<file path="src/hw/rtl/ssd_pkg.sv">
`timescale 1ns / 1ps
// ----------------------------------------------------------------------------
// ssd_pkg
// Shared types, codes, tables and microcode layout for the seven-segment
// display command encoder.
// ----------------------------------------------------------------------------
package ssd_pkg;

    localparam logic [7:0] CMD_DATA_FIXED = 8'h44;
    localparam logic [7:0] CTRL_RESET     = 8'h8A;
    localparam logic [3:0] ADDR_HIGH      = 4'hC;

    // request kinds
    localparam logic [2:0] KIND_NUMBER = 3'd0;
    localparam logic [2:0] KIND_GLYPH  = 3'd1;
    localparam logic [2:0] KIND_LED    = 3'd2;
    localparam logic [2:0] KIND_OFF    = 3'd3;
    localparam logic [2:0] KIND_CLEAR  = 3'd4;

    // microprogram entry points
    localparam int          STEP_W       = 4;
    localparam logic [3:0]  STEP_HOME    = 4'd0;
    localparam logic [3:0]  STEP_CMD     = 4'd1;
    localparam logic [3:0]  STEP_CTRL    = 4'd2;
    localparam logic [3:0]  STEP_NUM     = 4'd3;
    localparam logic [3:0]  STEP_NUM_A   = 4'd4;
    localparam logic [3:0]  STEP_NUM_D   = 4'd5;
    localparam logic [3:0]  STEP_GLYPH   = 4'd6;
    localparam logic [3:0]  STEP_GLYPH_D = 4'd7;
    localparam logic [3:0]  STEP_LED     = 4'd8;
    localparam logic [3:0]  STEP_LED_D   = 4'd9;
    localparam logic [3:0]  STEP_OFF     = 4'd10;
    localparam logic [3:0]  STEP_OFF_D   = 4'd11;
    localparam logic [3:0]  STEP_CLR     = 4'd12;
    localparam logic [3:0]  STEP_CLR_D   = 4'd13;

    localparam logic [3:0]  LIMIT_DIGITS = 4'd7;
    localparam logic [3:0]  LIMIT_CLEAR  = 4'd15;

    typedef struct packed {
        logic [2:0]  kind;
        logic [26:0] value;
        logic [2:0]  position;
        logic [3:0]  glyph;
        logic        point;
        logic        led_on;
    } req_t;

    typedef struct packed {
        logic [7:0] frame_byte;
        logic       frame_end;
        logic       last;
    } rsp_t;

    typedef enum logic [1:0] {
        OP_DISPATCH,
        OP_EMIT,
        OP_DIV
    } op_t;

    typedef enum logic [3:0] {
        SRC_CMD,
        SRC_CTRL,
        SRC_ADDR_DIGIT,
        SRC_SEG_DIGIT,
        SRC_ADDR_POS,
        SRC_ADDR_LED,
        SRC_SEG_GLYPH,
        SRC_LED,
        SRC_POINT,
        SRC_ADDR_CLR,
        SRC_ZERO
    } src_t;

    typedef enum logic [1:0] {
        LAST_NO,
        LAST_YES,
        LAST_LOOP
    } last_t;

    typedef enum logic [1:0] {
        NX_SEQ,
        NX_KIND,
        NX_LOOP,
        NX_HOME
    } next_t;

    typedef struct packed {
        op_t         op;
        src_t        src;
        logic        frame_end;
        last_t       last_mode;
        next_t       next_mode;
        logic [3:0]  target;
        logic [3:0]  limit;
    } cw_t;

    // sequencer to datapath
    typedef struct packed {
        logic       load;
        logic       div_en;
        logic       loop_adv;
        src_t       src;
        logic [3:0] limit;
    } dp_ctrl_t;

    // datapath to sequencer
    typedef struct packed {
        logic [2:0] kind;
        logic       div_done;
        logic       loop_done;
    } dp_stat_t;

    // common-cathode segment codes, bit 0 = segment a
    function automatic logic [7:0] seg_code(input logic [3:0] g);
        logic [7:0] s;
        case (g)
            4'h0:    s = 8'h3F;
            4'h1:    s = 8'h06;
            4'h2:    s = 8'h5B;
            4'h3:    s = 8'h4F;
            4'h4:    s = 8'h66;
            4'h5:    s = 8'h6D;
            4'h6:    s = 8'h7D;
            4'h7:    s = 8'h07;
            4'h8:    s = 8'h7F;
            4'h9:    s = 8'h6F;
            4'hA:    s = 8'h77;
            4'hB:    s = 8'h7C;
            4'hC:    s = 8'h39;
            4'hD:    s = 8'h5E;
            4'hE:    s = 8'h79;
            default: s = 8'h71;
        endcase
        return s;
    endfunction

    // place weight of each digit, leftmost first
    function automatic logic [26:0] pow10(input logic [2:0] i);
        logic [26:0] p;
        case (i)
            3'd0:    p = 27'd10000000;
            3'd1:    p = 27'd1000000;
            3'd2:    p = 27'd100000;
            3'd3:    p = 27'd10000;
            3'd4:    p = 27'd1000;
            3'd5:    p = 27'd100;
            3'd6:    p = 27'd10;
            default: p = 27'd1;
        endcase
        return p;
    endfunction

endpackage

</file>
<file path="src/hw/rtl/ssd_ucode_rom.sv">
`timescale 1ns / 1ps
// ----------------------------------------------------------------------------
// ssd_ucode_rom
// Read-only microprogram: one control word per sequencer step.
// ----------------------------------------------------------------------------
module ssd_ucode_rom (
    input  logic [ssd_pkg::STEP_W-1:0] step,
    output ssd_pkg::cw_t               cw
);

    function automatic ssd_pkg::cw_t mk(
        input ssd_pkg::op_t   op,
        input ssd_pkg::src_t  src,
        input logic           fe,
        input ssd_pkg::last_t lm,
        input ssd_pkg::next_t nm,
        input logic [3:0]     tgt,
        input logic [3:0]     lim
    );
        ssd_pkg::cw_t w;
        w.op        = op;
        w.src       = src;
        w.frame_end = fe;
        w.last_mode = lm;
        w.next_mode = nm;
        w.target    = tgt;
        w.limit     = lim;
        return w;
    endfunction

    always_comb
    begin
        case (step)
            ssd_pkg::STEP_HOME:
                cw = mk(ssd_pkg::OP_DISPATCH, ssd_pkg::SRC_ZERO, 1'b0, ssd_pkg::LAST_NO,
                        ssd_pkg::NX_SEQ, ssd_pkg::STEP_HOME, ssd_pkg::LIMIT_DIGITS);
            ssd_pkg::STEP_CMD:
                cw = mk(ssd_pkg::OP_EMIT, ssd_pkg::SRC_CMD, 1'b1, ssd_pkg::LAST_NO,
                        ssd_pkg::NX_SEQ, ssd_pkg::STEP_HOME, ssd_pkg::LIMIT_DIGITS);
            ssd_pkg::STEP_CTRL:
                cw = mk(ssd_pkg::OP_EMIT, ssd_pkg::SRC_CTRL, 1'b1, ssd_pkg::LAST_NO,
                        ssd_pkg::NX_KIND, ssd_pkg::STEP_HOME, ssd_pkg::LIMIT_DIGITS);
            ssd_pkg::STEP_NUM:
                cw = mk(ssd_pkg::OP_DIV, ssd_pkg::SRC_ZERO, 1'b0, ssd_pkg::LAST_NO,
                        ssd_pkg::NX_SEQ, ssd_pkg::STEP_HOME, ssd_pkg::LIMIT_DIGITS);
            ssd_pkg::STEP_NUM_A:
                cw = mk(ssd_pkg::OP_EMIT, ssd_pkg::SRC_ADDR_DIGIT, 1'b0, ssd_pkg::LAST_NO,
                        ssd_pkg::NX_SEQ, ssd_pkg::STEP_HOME, ssd_pkg::LIMIT_DIGITS);
            ssd_pkg::STEP_NUM_D:
                cw = mk(ssd_pkg::OP_EMIT, ssd_pkg::SRC_SEG_DIGIT, 1'b1, ssd_pkg::LAST_LOOP,
                        ssd_pkg::NX_LOOP, ssd_pkg::STEP_NUM, ssd_pkg::LIMIT_DIGITS);
            ssd_pkg::STEP_GLYPH:
                cw = mk(ssd_pkg::OP_EMIT, ssd_pkg::SRC_ADDR_POS, 1'b0, ssd_pkg::LAST_NO,
                        ssd_pkg::NX_SEQ, ssd_pkg::STEP_HOME, ssd_pkg::LIMIT_DIGITS);
            ssd_pkg::STEP_GLYPH_D:
                cw = mk(ssd_pkg::OP_EMIT, ssd_pkg::SRC_SEG_GLYPH, 1'b1, ssd_pkg::LAST_YES,
                        ssd_pkg::NX_HOME, ssd_pkg::STEP_HOME, ssd_pkg::LIMIT_DIGITS);
            ssd_pkg::STEP_LED:
                cw = mk(ssd_pkg::OP_EMIT, ssd_pkg::SRC_ADDR_LED, 1'b0, ssd_pkg::LAST_NO,
                        ssd_pkg::NX_SEQ, ssd_pkg::STEP_HOME, ssd_pkg::LIMIT_DIGITS);
            ssd_pkg::STEP_LED_D:
                cw = mk(ssd_pkg::OP_EMIT, ssd_pkg::SRC_LED, 1'b1, ssd_pkg::LAST_YES,
                        ssd_pkg::NX_HOME, ssd_pkg::STEP_HOME, ssd_pkg::LIMIT_DIGITS);
            ssd_pkg::STEP_OFF:
                cw = mk(ssd_pkg::OP_EMIT, ssd_pkg::SRC_ADDR_POS, 1'b0, ssd_pkg::LAST_NO,
                        ssd_pkg::NX_SEQ, ssd_pkg::STEP_HOME, ssd_pkg::LIMIT_DIGITS);
            ssd_pkg::STEP_OFF_D:
                cw = mk(ssd_pkg::OP_EMIT, ssd_pkg::SRC_POINT, 1'b1, ssd_pkg::LAST_YES,
                        ssd_pkg::NX_HOME, ssd_pkg::STEP_HOME, ssd_pkg::LIMIT_DIGITS);
            ssd_pkg::STEP_CLR:
                cw = mk(ssd_pkg::OP_EMIT, ssd_pkg::SRC_ADDR_CLR, 1'b0, ssd_pkg::LAST_NO,
                        ssd_pkg::NX_SEQ, ssd_pkg::STEP_HOME, ssd_pkg::LIMIT_CLEAR);
            ssd_pkg::STEP_CLR_D:
                cw = mk(ssd_pkg::OP_EMIT, ssd_pkg::SRC_ZERO, 1'b1, ssd_pkg::LAST_LOOP,
                        ssd_pkg::NX_LOOP, ssd_pkg::STEP_CLR, ssd_pkg::LIMIT_CLEAR);
            default:
                cw = mk(ssd_pkg::OP_EMIT, ssd_pkg::SRC_ZERO, 1'b0, ssd_pkg::LAST_NO,
                        ssd_pkg::NX_HOME, ssd_pkg::STEP_HOME, ssd_pkg::LIMIT_DIGITS);
        endcase
    end

endmodule

</file>
<file path="src/hw/rtl/ssd_datapath.sv">
`timescale 1ns / 1ps
// ----------------------------------------------------------------------------
// ssd_datapath
// Request holding registers, digit extraction by repeated subtraction,
// loop index and frame byte selection.
// ----------------------------------------------------------------------------
module ssd_datapath (
    input  logic               clk,
    input  logic               rst_n,
    input  ssd_pkg::dp_ctrl_t  ctrl,
    input  ssd_pkg::req_t      req,
    input  logic               cfg_we,
    input  logic [7:0]         cfg_data,
    output ssd_pkg::dp_stat_t  stat,
    output logic [7:0]         frame_byte
);

    ssd_pkg::req_t req_reg;
    logic [26:0]   rem_reg,   rem_next;
    logic [3:0]    digit_reg, digit_next;
    logic [3:0]    idx_reg,   idx_next;
    logic [7:0]    ctrl_byte_reg;
    logic [26:0]   weight;
    logic          ge;

    assign weight = ssd_pkg::pow10(idx_reg[2:0]);
    assign ge     = (rem_reg >= weight);

    always_comb
    begin
        rem_next   = rem_reg;
        digit_next = digit_reg;
        idx_next   = idx_reg;
        if (ctrl.load)
        begin
            rem_next   = req.value;
            digit_next = 4'd0;
            idx_next   = 4'd0;
        end
        else if (ctrl.div_en && ge)
        begin
            rem_next   = rem_reg - weight;
            digit_next = digit_reg + 4'd1;
        end
        else if (ctrl.loop_adv)
        begin
            digit_next = 4'd0;
            idx_next   = idx_reg + 4'd1;
        end
    end

    always_ff @(posedge clk or negedge rst_n)
    begin
        if (!rst_n)
            ctrl_byte_reg <= ssd_pkg::CTRL_RESET;
        else if (cfg_we)
            ctrl_byte_reg <= cfg_data;
    end

    always_ff @(posedge clk)
    begin
        if (ctrl.load)
            req_reg <= req;
        rem_reg   <= rem_next;
        digit_reg <= digit_next;
        idx_reg   <= idx_next;
    end

    assign stat.kind      = req_reg.kind;
    assign stat.div_done  = !ge;
    assign stat.loop_done = (idx_reg == ctrl.limit);

    always_comb
    begin
        case (ctrl.src)
            ssd_pkg::SRC_CMD:        frame_byte = ssd_pkg::CMD_DATA_FIXED;
            ssd_pkg::SRC_CTRL:       frame_byte = ctrl_byte_reg;
            ssd_pkg::SRC_ADDR_DIGIT: frame_byte = {ssd_pkg::ADDR_HIGH, idx_reg[2:0], 1'b0};
            ssd_pkg::SRC_SEG_DIGIT:  frame_byte = ssd_pkg::seg_code(digit_reg);
            ssd_pkg::SRC_ADDR_POS:   frame_byte = {ssd_pkg::ADDR_HIGH, req_reg.position, 1'b0};
            ssd_pkg::SRC_ADDR_LED:   frame_byte = {ssd_pkg::ADDR_HIGH, req_reg.position, 1'b1};
            ssd_pkg::SRC_SEG_GLYPH:  frame_byte = ssd_pkg::seg_code(req_reg.glyph)
                                                  | {req_reg.point, 7'b0};
            ssd_pkg::SRC_LED:        frame_byte = {7'b0, req_reg.led_on};
            ssd_pkg::SRC_POINT:      frame_byte = {req_reg.point, 7'b0};
            ssd_pkg::SRC_ADDR_CLR:   frame_byte = {ssd_pkg::ADDR_HIGH, idx_reg};
            default:                 frame_byte = 8'h00;
        endcase
    end

endmodule

</file>
<file path="src/hw/rtl/seven_segment_display_command_encoder_core.sv">
`timescale 1ns / 1ps
// ----------------------------------------------------------------------------
// seven_segment_display_command_encoder_core
// Microcoded encoder turning display requests into driver-chip frame bytes.
// ----------------------------------------------------------------------------
// Channels: req (valid/ready, one display request per transfer), rsp
// (valid/ready, one frame byte per transfer, last marks the request's final
// byte) and cfg (valid/ready, display control byte, always ready).
// The first byte (0x44) follows the request transfer through the step
// and output registers. A number's digits are found by repeated
// subtraction of the place weight, digit d taking d subtractions.
// An unused kind is taken and dropped. The next request is taken once
// the last byte sits in the output register. Request throughput is set
// by the single-step sequencer and its one subtractor.
// Reset returns the sequencer to its dispatch step, empties the output
// register and loads the display control byte with 0x8A.
// When the receiver stalls, the output register holds its byte and the
// sequencer waits on its emit step, so nothing is lost.
// ----------------------------------------------------------------------------
module seven_segment_display_command_encoder_core (
    input  logic           clk,
    input  logic           rst_n,
    input  logic           req_valid,
    output logic           req_ready,
    input  ssd_pkg::req_t  req_data,
    output logic           rsp_valid,
    input  logic           rsp_ready,
    output ssd_pkg::rsp_t  rsp_data,
    input  logic           cfg_valid,
    output logic           cfg_ready,
    input  logic [7:0]     cfg_data
);

    logic [ssd_pkg::STEP_W-1:0] step_reg, step_next;
    ssd_pkg::cw_t               cw;
    ssd_pkg::dp_ctrl_t          dp_ctrl;
    ssd_pkg::dp_stat_t          dp_stat;
    logic [7:0]                 dp_byte;
    logic                       out_valid_reg, out_valid_next;
    ssd_pkg::rsp_t              out_reg;
    logic                       can_emit;
    logic                       emit_fire;
    logic                       kind_ok;
    logic                       last_bit;
    logic [ssd_pkg::STEP_W-1:0] kind_entry;

    ssd_ucode_rom u_rom (
        .step (step_reg),
        .cw   (cw)
    );

    // configuration is taken in any cycle
    assign cfg_ready = 1'b1;

    // output register frees when its byte transfers this cycle
    assign can_emit  = !out_valid_reg || rsp_ready;
    assign emit_fire = (cw.op == ssd_pkg::OP_EMIT) && can_emit;
    assign req_ready = (cw.op == ssd_pkg::OP_DISPATCH);
    assign kind_ok   = (req_data.kind <= ssd_pkg::KIND_CLEAR);

    assign dp_ctrl.load     = req_ready && req_valid;
    assign dp_ctrl.div_en   = (cw.op == ssd_pkg::OP_DIV);
    assign dp_ctrl.loop_adv = emit_fire && (cw.next_mode == ssd_pkg::NX_LOOP);
    assign dp_ctrl.src      = cw.src;
    assign dp_ctrl.limit    = cw.limit;

    ssd_datapath u_dp (
        .clk        (clk),
        .rst_n      (rst_n),
        .ctrl       (dp_ctrl),
        .req        (req_data),
        .cfg_we     (cfg_valid),
        .cfg_data   (cfg_data),
        .stat       (dp_stat),
        .frame_byte (dp_byte)
    );

    // entry step for each request kind
    always_comb
    begin
        case (dp_stat.kind)
            ssd_pkg::KIND_NUMBER: kind_entry = ssd_pkg::STEP_NUM;
            ssd_pkg::KIND_GLYPH:  kind_entry = ssd_pkg::STEP_GLYPH;
            ssd_pkg::KIND_LED:    kind_entry = ssd_pkg::STEP_LED;
            ssd_pkg::KIND_OFF:    kind_entry = ssd_pkg::STEP_OFF;
            ssd_pkg::KIND_CLEAR:  kind_entry = ssd_pkg::STEP_CLR;
            default:              kind_entry = ssd_pkg::STEP_HOME;
        endcase
    end

    // step counter: advance, branch or hold
    always_comb
    begin
        step_next = step_reg;
        case (cw.op)
            ssd_pkg::OP_DISPATCH:
            begin
                // an unused kind is taken and dropped here
                if (req_valid && kind_ok)
                    step_next = step_reg + 1'b1;
            end
            ssd_pkg::OP_DIV:
            begin
                if (dp_stat.div_done)
                    step_next = step_reg + 1'b1;
            end
            ssd_pkg::OP_EMIT:
            begin
                if (can_emit)
                begin
                    case (cw.next_mode)
                        ssd_pkg::NX_SEQ:  step_next = step_reg + 1'b1;
                        ssd_pkg::NX_KIND: step_next = kind_entry;
                        ssd_pkg::NX_LOOP: step_next = dp_stat.loop_done
                                                      ? ssd_pkg::STEP_HOME : cw.target;
                        default:          step_next = ssd_pkg::STEP_HOME;
                    endcase
                end
            end
            default: step_next = ssd_pkg::STEP_HOME;
        endcase
    end

    assign last_bit = (cw.last_mode == ssd_pkg::LAST_YES)
                   || ((cw.last_mode == ssd_pkg::LAST_LOOP) && dp_stat.loop_done);

    always_comb
    begin
        if (emit_fire)
            out_valid_next = 1'b1;
        else if (rsp_ready)
            out_valid_next = 1'b0;
        else
            out_valid_next = out_valid_reg;
    end

    always_ff @(posedge clk or negedge rst_n)
    begin
        if (!rst_n)
        begin
            step_reg      <= ssd_pkg::STEP_HOME;
            out_valid_reg <= 1'b0;
        end
        else
        begin
            step_reg      <= step_next;
            out_valid_reg <= out_valid_next;
        end
    end

    // load the output byte on each emit
    always_ff @(posedge clk)
    begin
        if (emit_fire)
        begin
            out_reg.frame_byte <= dp_byte;
            out_reg.frame_end  <= cw.frame_end;
            out_reg.last       <= last_bit;
        end
    end

    assign rsp_valid = out_valid_reg;
    assign rsp_data  = out_reg;

endmodule

</file>
<file path="config.mk">
export PLATFORM = sky130hd
export DESIGN_NAME = seven_segment_display_command_encoder_core
export DESIGN_NICKNAME = d
export VERILOG_FILES = /design/src/hw/rtl/ssd_pkg.sv /design/src/hw/rtl/ssd_ucode_rom.sv /design/src/hw/rtl/ssd_datapath.sv /design/src/hw/rtl/seven_segment_display_command_encoder_core.sv
export SDC_FILE = /design/constraint.sdc
export NUM_CORES = 1
export LEC_CHECK = 0
export BUFFER_PORTS_ARGS = -buffer_cell sky130_fd_sc_hd__buf_2
export CAP_MARGIN = 25
export CORE_ASPECT_RATIO = 1.25
export CORE_UTILIZATION = 60
export CTS_CLUSTER_DIAMETER = 40
export DETAILED_ROUTE_END_ITERATION = 6
export PLACE_DENSITY = 0.83
export SLEW_MARGIN = 20
export SYNTH_ARGS = -nofsm -noshare
export SYNTH_HDL_FRONTEND = slang
export SYNTH_HIERARCHICAL = 1
export SYNTH_SLANG_ARGS = --single-unit
</file>
<file path="constraint.sdc">
create_clock -name clk -period 5.6 [get_ports clk]
set_input_delay 0.84 -clock clk [delete_from_list [all_inputs] [get_ports clk]]
set_output_delay 0.84 -clock clk [all_outputs]
set_load 0.005 [all_outputs]
</file>
## After elaboration in Yosys (flattened, before gate mapping)

Memories as Yosys holds them, arrays and structs flattened. A register that Yosys moved wholly into a read port is not among the register bits.
Index checks and enable logic that the tools add are counted.

- Add/sub/neg operators: 4
- Order comparisons: 2
- Equality and inequality tests: 29
- Muxes and demuxes: 19
- Bitwise operators: 2
- Reduce and logical (&&, ||, !) cells: 19

Operator list:

| kind | count |
|---|---|
| 24-bit case mux with 7 select lines | 1 |
| 8-bit case mux with 10 select lines | 1 |
| 27-bit two-way mux | 2 |
| 4-bit two-way mux | 9 |
| 27-bit by 24-bit greater-or-equal comparator with 1-bit output | 1 |
| 27-bit by 24-bit subtractor with 27-bit output | 1 |
| 4-bit case mux with 3 select lines | 2 |
| 4-bit case mux with 5 select lines | 1 |
| 4-bit by 3-bit equality test with 1-bit output, second input constant | 4 |
| 4-bit by 1-bit adder with 4-bit output, second input constant | 3 |
| 3-bit by 2-bit equality test with 1-bit output, second input constant | 4 |
| 3-bit equality test, second input constant | 4 |
| 4-bit by 2-bit equality test with 1-bit output, second input constant | 2 |
| 4-bit equality test, second input constant | 2 |
| 8-bit two-way mux | 1 |
| 8-bit bitwise OR | 1 |
| 2-bit by 1-bit equality test with 1-bit output, second input constant | 3 |
| 2-bit equality test, second input constant | 3 |
| 3-bit by 1-bit equality test with 1-bit output, second input constant | 2 |
| 1-bit logical AND | 6 |
| 3-bit zero test | 2 |
| 2-bit nonzero test | 3 |
| 4-bit by 1-bit equality test with 1-bit output, second input constant | 1 |
| 4-bit equality test | 1 |
| other kinds (11) | 15 |

- Flip-flop bits (word level): 70
- Memory bits (read-only): 480
- Input port bits: 52
- Output and inout port bits: 13
- Logic and storage cells: 92
- Memories: 3

Memory list:

| memory | depth | bits a word | read ports | clocked after Yosys merged registers in | write ports | RTL line | RTL |
|---|---|---|---|---|---|---|---|
| (name not given) | 16 | 16 | 1 | 0 | 0 | ssd_ucode_rom.sv:33 | `case (step)` |
| (name not given) | 16 | 7 | 1 | 1 | 0 | ssd_pkg.sv:117 | `case (g)` |
| (name not given) | 16 | 7 | 1 | 1 | 0 | ssd_pkg.sv:117 |  |

## Depth between registers and ports, before layout

Gate-level depths: netlist of the first run.

- Depth after elaboration: 8
- Mapped depth: 20
- Gate-level depth less buffers: 19

## Modules after synthesis

The synthesis of the first run kept the hierarchy.

By module, submodules not included:

| module | times used | cells an instance | area each (um^2) | sequential area each (um^2) |
|---|---|---|---|---|
| ssd_datapath | 1 | 520 | 4852.2 | 1815.5 |
| seven_segment_display_command_encoder_core | 1 | 77 | 830.8 | 425.4 |
| ssd_ucode_rom | 1 | 46 | 377.9 | 0.0 |

## Worst setup path after synthesis of the first run

No wires, ideal clock.

- Kind: register -> register
- Start: reg u_dp.idx_reg[0]
- End: reg (tool-made name)
- Library setup time: 122 ps
- Arrival: 3843 ps
- Data required time: 5478 ps
- Path slack: 1635 ps
- Stages on the path, launching flop included: 19
- Path buffers: 1
- Period minus slack after synthesis: 3965 ps
- Path through: dfxtp_1 > inv_1 > ha_1 > nor4_1 > nor2_1 > nor2_1 > ha_1 > a21oi_1 > or3b_1 > o21a_1 > o211ai_2 > buf_6 > mux2i_1 > nor2_1 > inv_1 > ha_1 > nand2_1 > mux2_1 > o32a_1

RTL lines:

| what | RTL line | RTL |
|---|---|---|
| from (decl) | ssd_datapath.sv:21 | `logic [3:0] idx_reg, idx_next;` |
| from (signal assigned) | ssd_datapath.sv:66 | `idx_reg <= idx_next;` |

==> results of run 1 <==
[routing by layer]
layer	routed length, um	share of wire (%)
met5	0	0
met4	318	2.4
met3	555	4.2
met2	6750	51
met1	5520	42
[critical path: cells and delay by family (launching register included)]
family,cells,cell delay (ns)
buffers and inverters,2,0.38
adders and majority gates,3,0.86
AOI/OAI and AO/OA,4,1.29
muxes,1,0.18
and+or+nand+nor,7,1.48
DFF,1,0.56
[metrics by stage]
step | hold WS (ns) | utilization (%) | cell area [um2] | instances | setup slack (ns)
final | 0.373 | 68.7 | 6670 | 821 | 0.734
after CTS | 0.377 | 68.7 | 6670 | 821 | 0.783
after global routing | 0.384 | 68.7 | 6670 | 821 | 0.325
after detailed placement | 0.497 | 65.6 | 6370 | 805 | 0.876
after global placement | 0.487 | 65.6 | 6370 | 805 | 1.15
after floorplan | 0.477 | - | 6070 | 645 | 1.64
[synthesized netlist by cell type (4+ instances only)]
cell type	count
mux2i_1	15
ha_1	49
mux2_2	19
clkbuf_1	16
nor2b_1	9
nor4_1	5
and3_1	8
xor2_1	16
and2_1	11
a21o_1	7
o21ai_1	6
nand4_1	4
o22ai_1	5
nand3_1	11
a21oi_1	42
a211oi_1	8
nor3_1	8
edfxtp_1	49
a31oi_1	4
inv_1	33
o21bai_1	4
nor3b_1	10
buf_4	10
nand2_1	67
xnor2_1	11
o21ai_0	46
nor2_1	41
dfxtp_1	22
buf_6	5
nand2b_1	10
dfrtp_1	10
[cell families after synthesis]
| kind of cell | share of synthesized area [%] |
|---|---|
| simple gates | 17.8 |
| compound gates | 17.7 |
| flops | 37.0 |
| buf+inv | 5.43 |
| fa+ha+maj | 10.4 |
| mux | 7.62 |
| xor+xnor | 3.90 |
| other cells | 0.124 |
[worst paths after layout]
kind,endpoint,slack [ns],cells after the start
min reg2reg,u_dp/ctrl_byte_reg[5],0.51,1
max,flop,0.73,17
min in group clk,u_dp/ctrl_byte_reg[5],0.51,1
max in group asynchronous,u_dp/ctrl_byte_reg[3],4.94,1
max reg2reg,flop,0.73,17
min,step_reg[2],0.37,1
[final cells by class]
cell class / instances / area, um2 / share of cell area (%)
well taps: 126 / 158 / 2.36
multi-input cells: 494 / 3500 / 52.4
clock buffers: 9 / 225 / 3.37
clock inverters: 7 / 78.8 / 1.18
inverters: 34 / 128 / 1.91
flip-flops and latches: 84 / 2240 / 33.6
repair buffers: 67 / 345 / 5.17
==> out/metrics.cfg, run 1 <==
[timing]
slew_viol_final=0
relSlewSlack_pct=29.6
finalSetupTns_ns=0
rsz0062_at_grt=no
setup-violations-final=0
hold_viol=0
fmax_mhz=205
fin_skew_ns=0.00500
period_share_pct=86.9
tightestPinTransition_ns=1.04
min_period_ns=4.87

[cts]
cts.sinks=84
cts-root-buf=clkbuf_16
clkTransAtPathRegs_ns=0.07
cts-resized-gates=0
cts_tree=yes
htreeDepth=3
holdBufCountCts=0
cts_made_buffers=9
clk_latency_ns=0.34
postCtsSetupBuffers=0
clk_path_buf_depth=2

[cells_and_area]
final_nets=792
area_delta_synth_final_pct=10.1
drive_gt1_share_pct=18.1
antennaDiodeCount=0
nFillCells=763
final_common_cell=nand2_1
layout_common_cells=67 x nand2_1, 63 x buf_2, 49 x ha_1, 49 x edfxtp_1, 46 x o21ai_0

[floorplanning]
start_util_pct=62.4
die_w_um=91.9
rows=40
die_h_um=114
ios=65
dieArea_mm2=0.0105
core_mm2=0.00971

[drt]
wl_per_cell_um=16.0
wl_um=13100
ant_nets=0
vias=4951
drc=0
drt_iter0_markers=296
dr.pass1.iters=5
vias_per_cell=6.03

[global_route]
use_met2_pct=46.1
grt_pass1_wl_um=21800
met3_usage_pct=5.31
grt_usage_pct=26.1
met1_usage_pct=30.5
antenna_found_initial=0
grt_start_max_net_pins=37
grt.busiest_layer=met2
grt_pass1_vias=4731
overflow=0

[critical_path]
required_ns=5.84
crit_chain=inv_1, ha_1, nor4_1, nor2_1, nor2_1, ha_1, a21oi_1, or3b_1, o21a_1, o211ai_2, mux2i_1, nor2_1, inv_1, ha_1, nand2_1, nor2_1, a2111oi_2
path_max_fanout=12
crit_top_cell=nor2_1
critical_path_class=reg -> reg
regToRegStartpoint=u_dp/idx_reg[2]
critPathArrivalTime_ns=5.11
slowest_delay_ns=0.56
crit_path_end_kind=flop
slowest_stage=dfxtp_1
startpoint=u_dp/idx_reg[2]
crit_path_start_kind=flop

[hold_path]
hold_path.class=in -> async

[placement]
dp_hpwl_um=9650
port_buffers=63
gp_congestion=0.966

[synthesis]
synthDistinctLibCells=84
ys_seq_area_share_pct=37.0
yosysTopAreaCell=edfxtp_1
synth_ff_type=edfxtp_1
syn_area_per_cell_um2=9.43
async_flop_share_pct=15.5
syn_inst=643
synth_area_leaders=edfxtp_1 24%, ha_1 10%, dfxtp_1 7.3%
ys_ff_latch=84
ys.warnings.count=6
syn_area_mm2=0.00606
synth_edf_count=49
synth_top_area_share_pct=24.3

[flow_run]
maxCapViolCount=0

[outcome]
outcome=finished clean

Power of run 1 is left out: the tool's default activity adds up to more than one toggle a clock period on the data nets, which glitch-free logic cannot reach.
==> inputs of run 2 (changes only) <==
- CORE_UTILIZATION: 60 -> 30
- PLACE_DENSITY: 0.83 -> 0.48
==> run 2 against run 1 <==
  * Via count fell by 2.3%
  * Design area rose by 3.0%
  * First-iteration DRC count rose by 1.7%
  * Worst setup slack improved by 0.038 ns
  * Worst hold slack improved by 0.0076 ns
  * Flip-flop and latch count did not move
  * Critical path depth rose by 1
  * Global-route usage fell by 11 points
  * Sequential share of layout area fell by 0.97 points
  * Core utilization fell by 34 points
  * Routed wire length rose by 11%
  * Register-to-register slack improved by 0.04 ns
  * Critical path type unchanged
  * Highest routed layer unchanged
==> out/metrics.cfg, run 2 (synthesized netlist as in run 1, its figures left out) <==
[cells_and_area]
final_common_cell=nand2_1  ; unchanged
antennaDiodeCount=0  ; unchanged
final_nets=794  ; was 792
area_delta_synth_final_pct=13.4  ; was 10.1%
final_cells=962  ; was 821
drive_gt1_share_pct=18.5  ; was 18.1%
layout_common_cells=67 x nand2_1, 63 x buf_2, 49 x ha_1, 49 x edfxtp_1, 45 x o21ai_0  ; was 67 x nand2_1, 63 x buf_2, 49 x ha_1, 49 x edfxtp_1, 46 x o21ai_0

[timing]
period_share_pct=86.2  ; was 86.9%
hold_viol=0  ; unchanged
setup-violations-final=0  ; unchanged
slew_viol_final=0  ; unchanged
rsz0062_at_grt=no  ; unchanged
min_period_ns=4.83  ; was 4.87 ns
tightestPinTransition_ns=0.693  ; was 1.04 ns
relSlewSlack_pct=53.4  ; was 29.6%
fin_skew_ns=0.00661  ; was 0.00500 ns
fmax_mhz=207  ; was 205 MHz
finalSetupTns_ns=0  ; unchanged

[cts]
cts.sinks=84  ; unchanged
clk_latency_ns=0.35  ; was 0.34 ns
cts-resized-gates=0  ; unchanged
cts_tree=yes  ; unchanged
clk_path_buf_depth=2  ; unchanged
cts-root-buf=clkbuf_16  ; unchanged
htreeDepth=3  ; unchanged
holdBufCountCts=0  ; unchanged
cts_made_buffers=9  ; unchanged
clkTransAtPathRegs_ns=0.07  ; about the same
postCtsSetupBuffers=0  ; unchanged

[drt]
drc=0  ; unchanged
vias_per_cell=5.03  ; was 6.03
ant_nets=0  ; unchanged
wl_um=14600  ; was 13100 um
dr.pass1.iters=4  ; was 5
drt_iter0_markers=301  ; was 296
vias=4836  ; was 4951
wl_per_cell_um=15.1  ; was 16.0 um

[global_route]
grt_start_max_net_pins=31  ; was 37
overflow=0  ; unchanged
grt_usage_pct=14.6  ; was 26.1%
grt_pass1_vias=4854  ; was 4731
antenna_found_initial=0  ; unchanged
grt_pass1_wl_um=23900  ; was 21800 um

[power_and_ir_drop]
total_leakage_power_nw=2.78
p_sw_mw=2.30
power_density_mw_per_mm2=736
swShare_pct=45.5
irDropWorstVdd_mv=0.314
power_frac_seq_pct=25.1
combPwrFrac_pct=62.1
p_clk_share_pct=12.8
p_int_mw=2.75

[hold_path]
hold_path.class=in -> async  ; unchanged

[outcome]
outcome=finished clean  ; unchanged

[floorplanning]
start_util_pct=30.9  ; was 62.4%
die_h_um=161  ; was 114 um
ios=65  ; unchanged
rows=57  ; was 40
dieArea_mm2=0.0208  ; was 0.0105 mm2
die_w_um=129  ; was 91.9 um
core_mm2=0.0196  ; was 0.00971 mm2

[critical_path]
path_max_fanout=12  ; unchanged
crit_path_end_kind=flop  ; unchanged
required_ns=5.85  ; was 5.84 ns
crit_path_start_kind=flop  ; unchanged
critPathArrivalTime_ns=5.08  ; was 5.11 ns
critical_path_class=reg -> reg  ; unchanged

[placement]
port_buffers=63  ; unchanged
placed_cells=946  ; was 805
dp_hpwl_um=11000  ; was 9650 um
gp_congestion=0.869  ; was 0.966

[flow_run]
maxCapViolCount=0  ; unchanged

[run 2: cell types whose count changed in the layout (fill, tap and decap cells not counted)]
cell        change
buf_4           +2
clkinv_1        -1
clkinvlp_4      -1
inv_6           +1
inv_8           +1
o21ai_0         -1
o21ai_1         +1
[run 2: power by group through the flow]
stage	clock network (mW)	registers [mW]	logic (mW)
final	0.647	1.27	3.14
after global routing	0.691	1.30	3.53
after CTS	0.669	1.27	3.15
after detailed placement	0	1.28	3.13
after global placement	0	1.28	3.11
after floorplan	0	1.21	2.48
[run 2: stage by stage]
step / hold WS [ns] / area [um2] / util (%) / power [mW] / setup WS [ns]
2_1_floorplan: 0.477 / 6070 / - / 3.70 / 1.64
3_5_place_dp: 0.499 / 6560 / 33.4 / 4.42 / 0.800
6_report: 0.380 / 6870 / 35.0 / 5.06 / 0.771
5_1_grt: 0.397 / 6870 / 35.0 / 5.53 / 0.206
3_3_place_gp: 0.492 / 6560 / 33.4 / 4.40 / 1.04
4_1_cts: 0.379 / 6870 / 35.0 / 5.09 / 0.771
[run 2: cell type report]
class,count,area (um2)
fill,2050,12700
multi-input combinational,494,3500
sequential,84,2240
timing repair buffer,69,360
tap,265,332
clock buffer,9,225
inverter,34,128
clock inverter,7,87.6
[run 2: critical path, stage by stage, from the launching register on]
cell and delay [ns]:
dfxtp_1 0.57, inv_1 0.21, ha_1 0.31, nor4_1 0.30
nor2_1 0.10, a21oi_1 0.18, ha_1 0.29, nor2_1 0.15
nor3b_1 0.10, or3b_1 0.38, o21a_1 0.21, o211ai_2 0.47
mux2i_1 0.18, nor2_1 0.34, inv_1 0.17, ha_1 0.25
nand2_1 0.11, nor2_1 0.07, a2111oi_2 0.33
[run 2: final timing paths]
path | start | to | slack (ns) | cells past startpoint
setup / recovery | u_dp/idx_reg[2] | flop | 0.77 | 18
hold / removal | rst_n | u_dp/ctrl_byte_reg[5] | 0.38 | 1
setup reg to reg | u_dp/idx_reg[2] | flop | 0.77 | 18
hold reg to reg | u_dp/ctrl_byte_reg[5] | u_dp/ctrl_byte_reg[5] | 0.51 | 1
max in group asynchronous | rst_n | u_dp/ctrl_byte_reg[3] | 4.93 | 1
min in group clk | u_dp/ctrl_byte_reg[5] | u_dp/ctrl_byte_reg[5] | 0.51 | 1
[run 2: layer usage]
metal  GRT usage (%)  up-vias  wire, um
li1                -     2425         -
met1            17.9     2301      6570
met5               0        -         0
met2            25.6       96      7260
met3            2.60       14       522
met4            4.76        0       199
No activity file was read; power rests on OpenSTA's default activity.
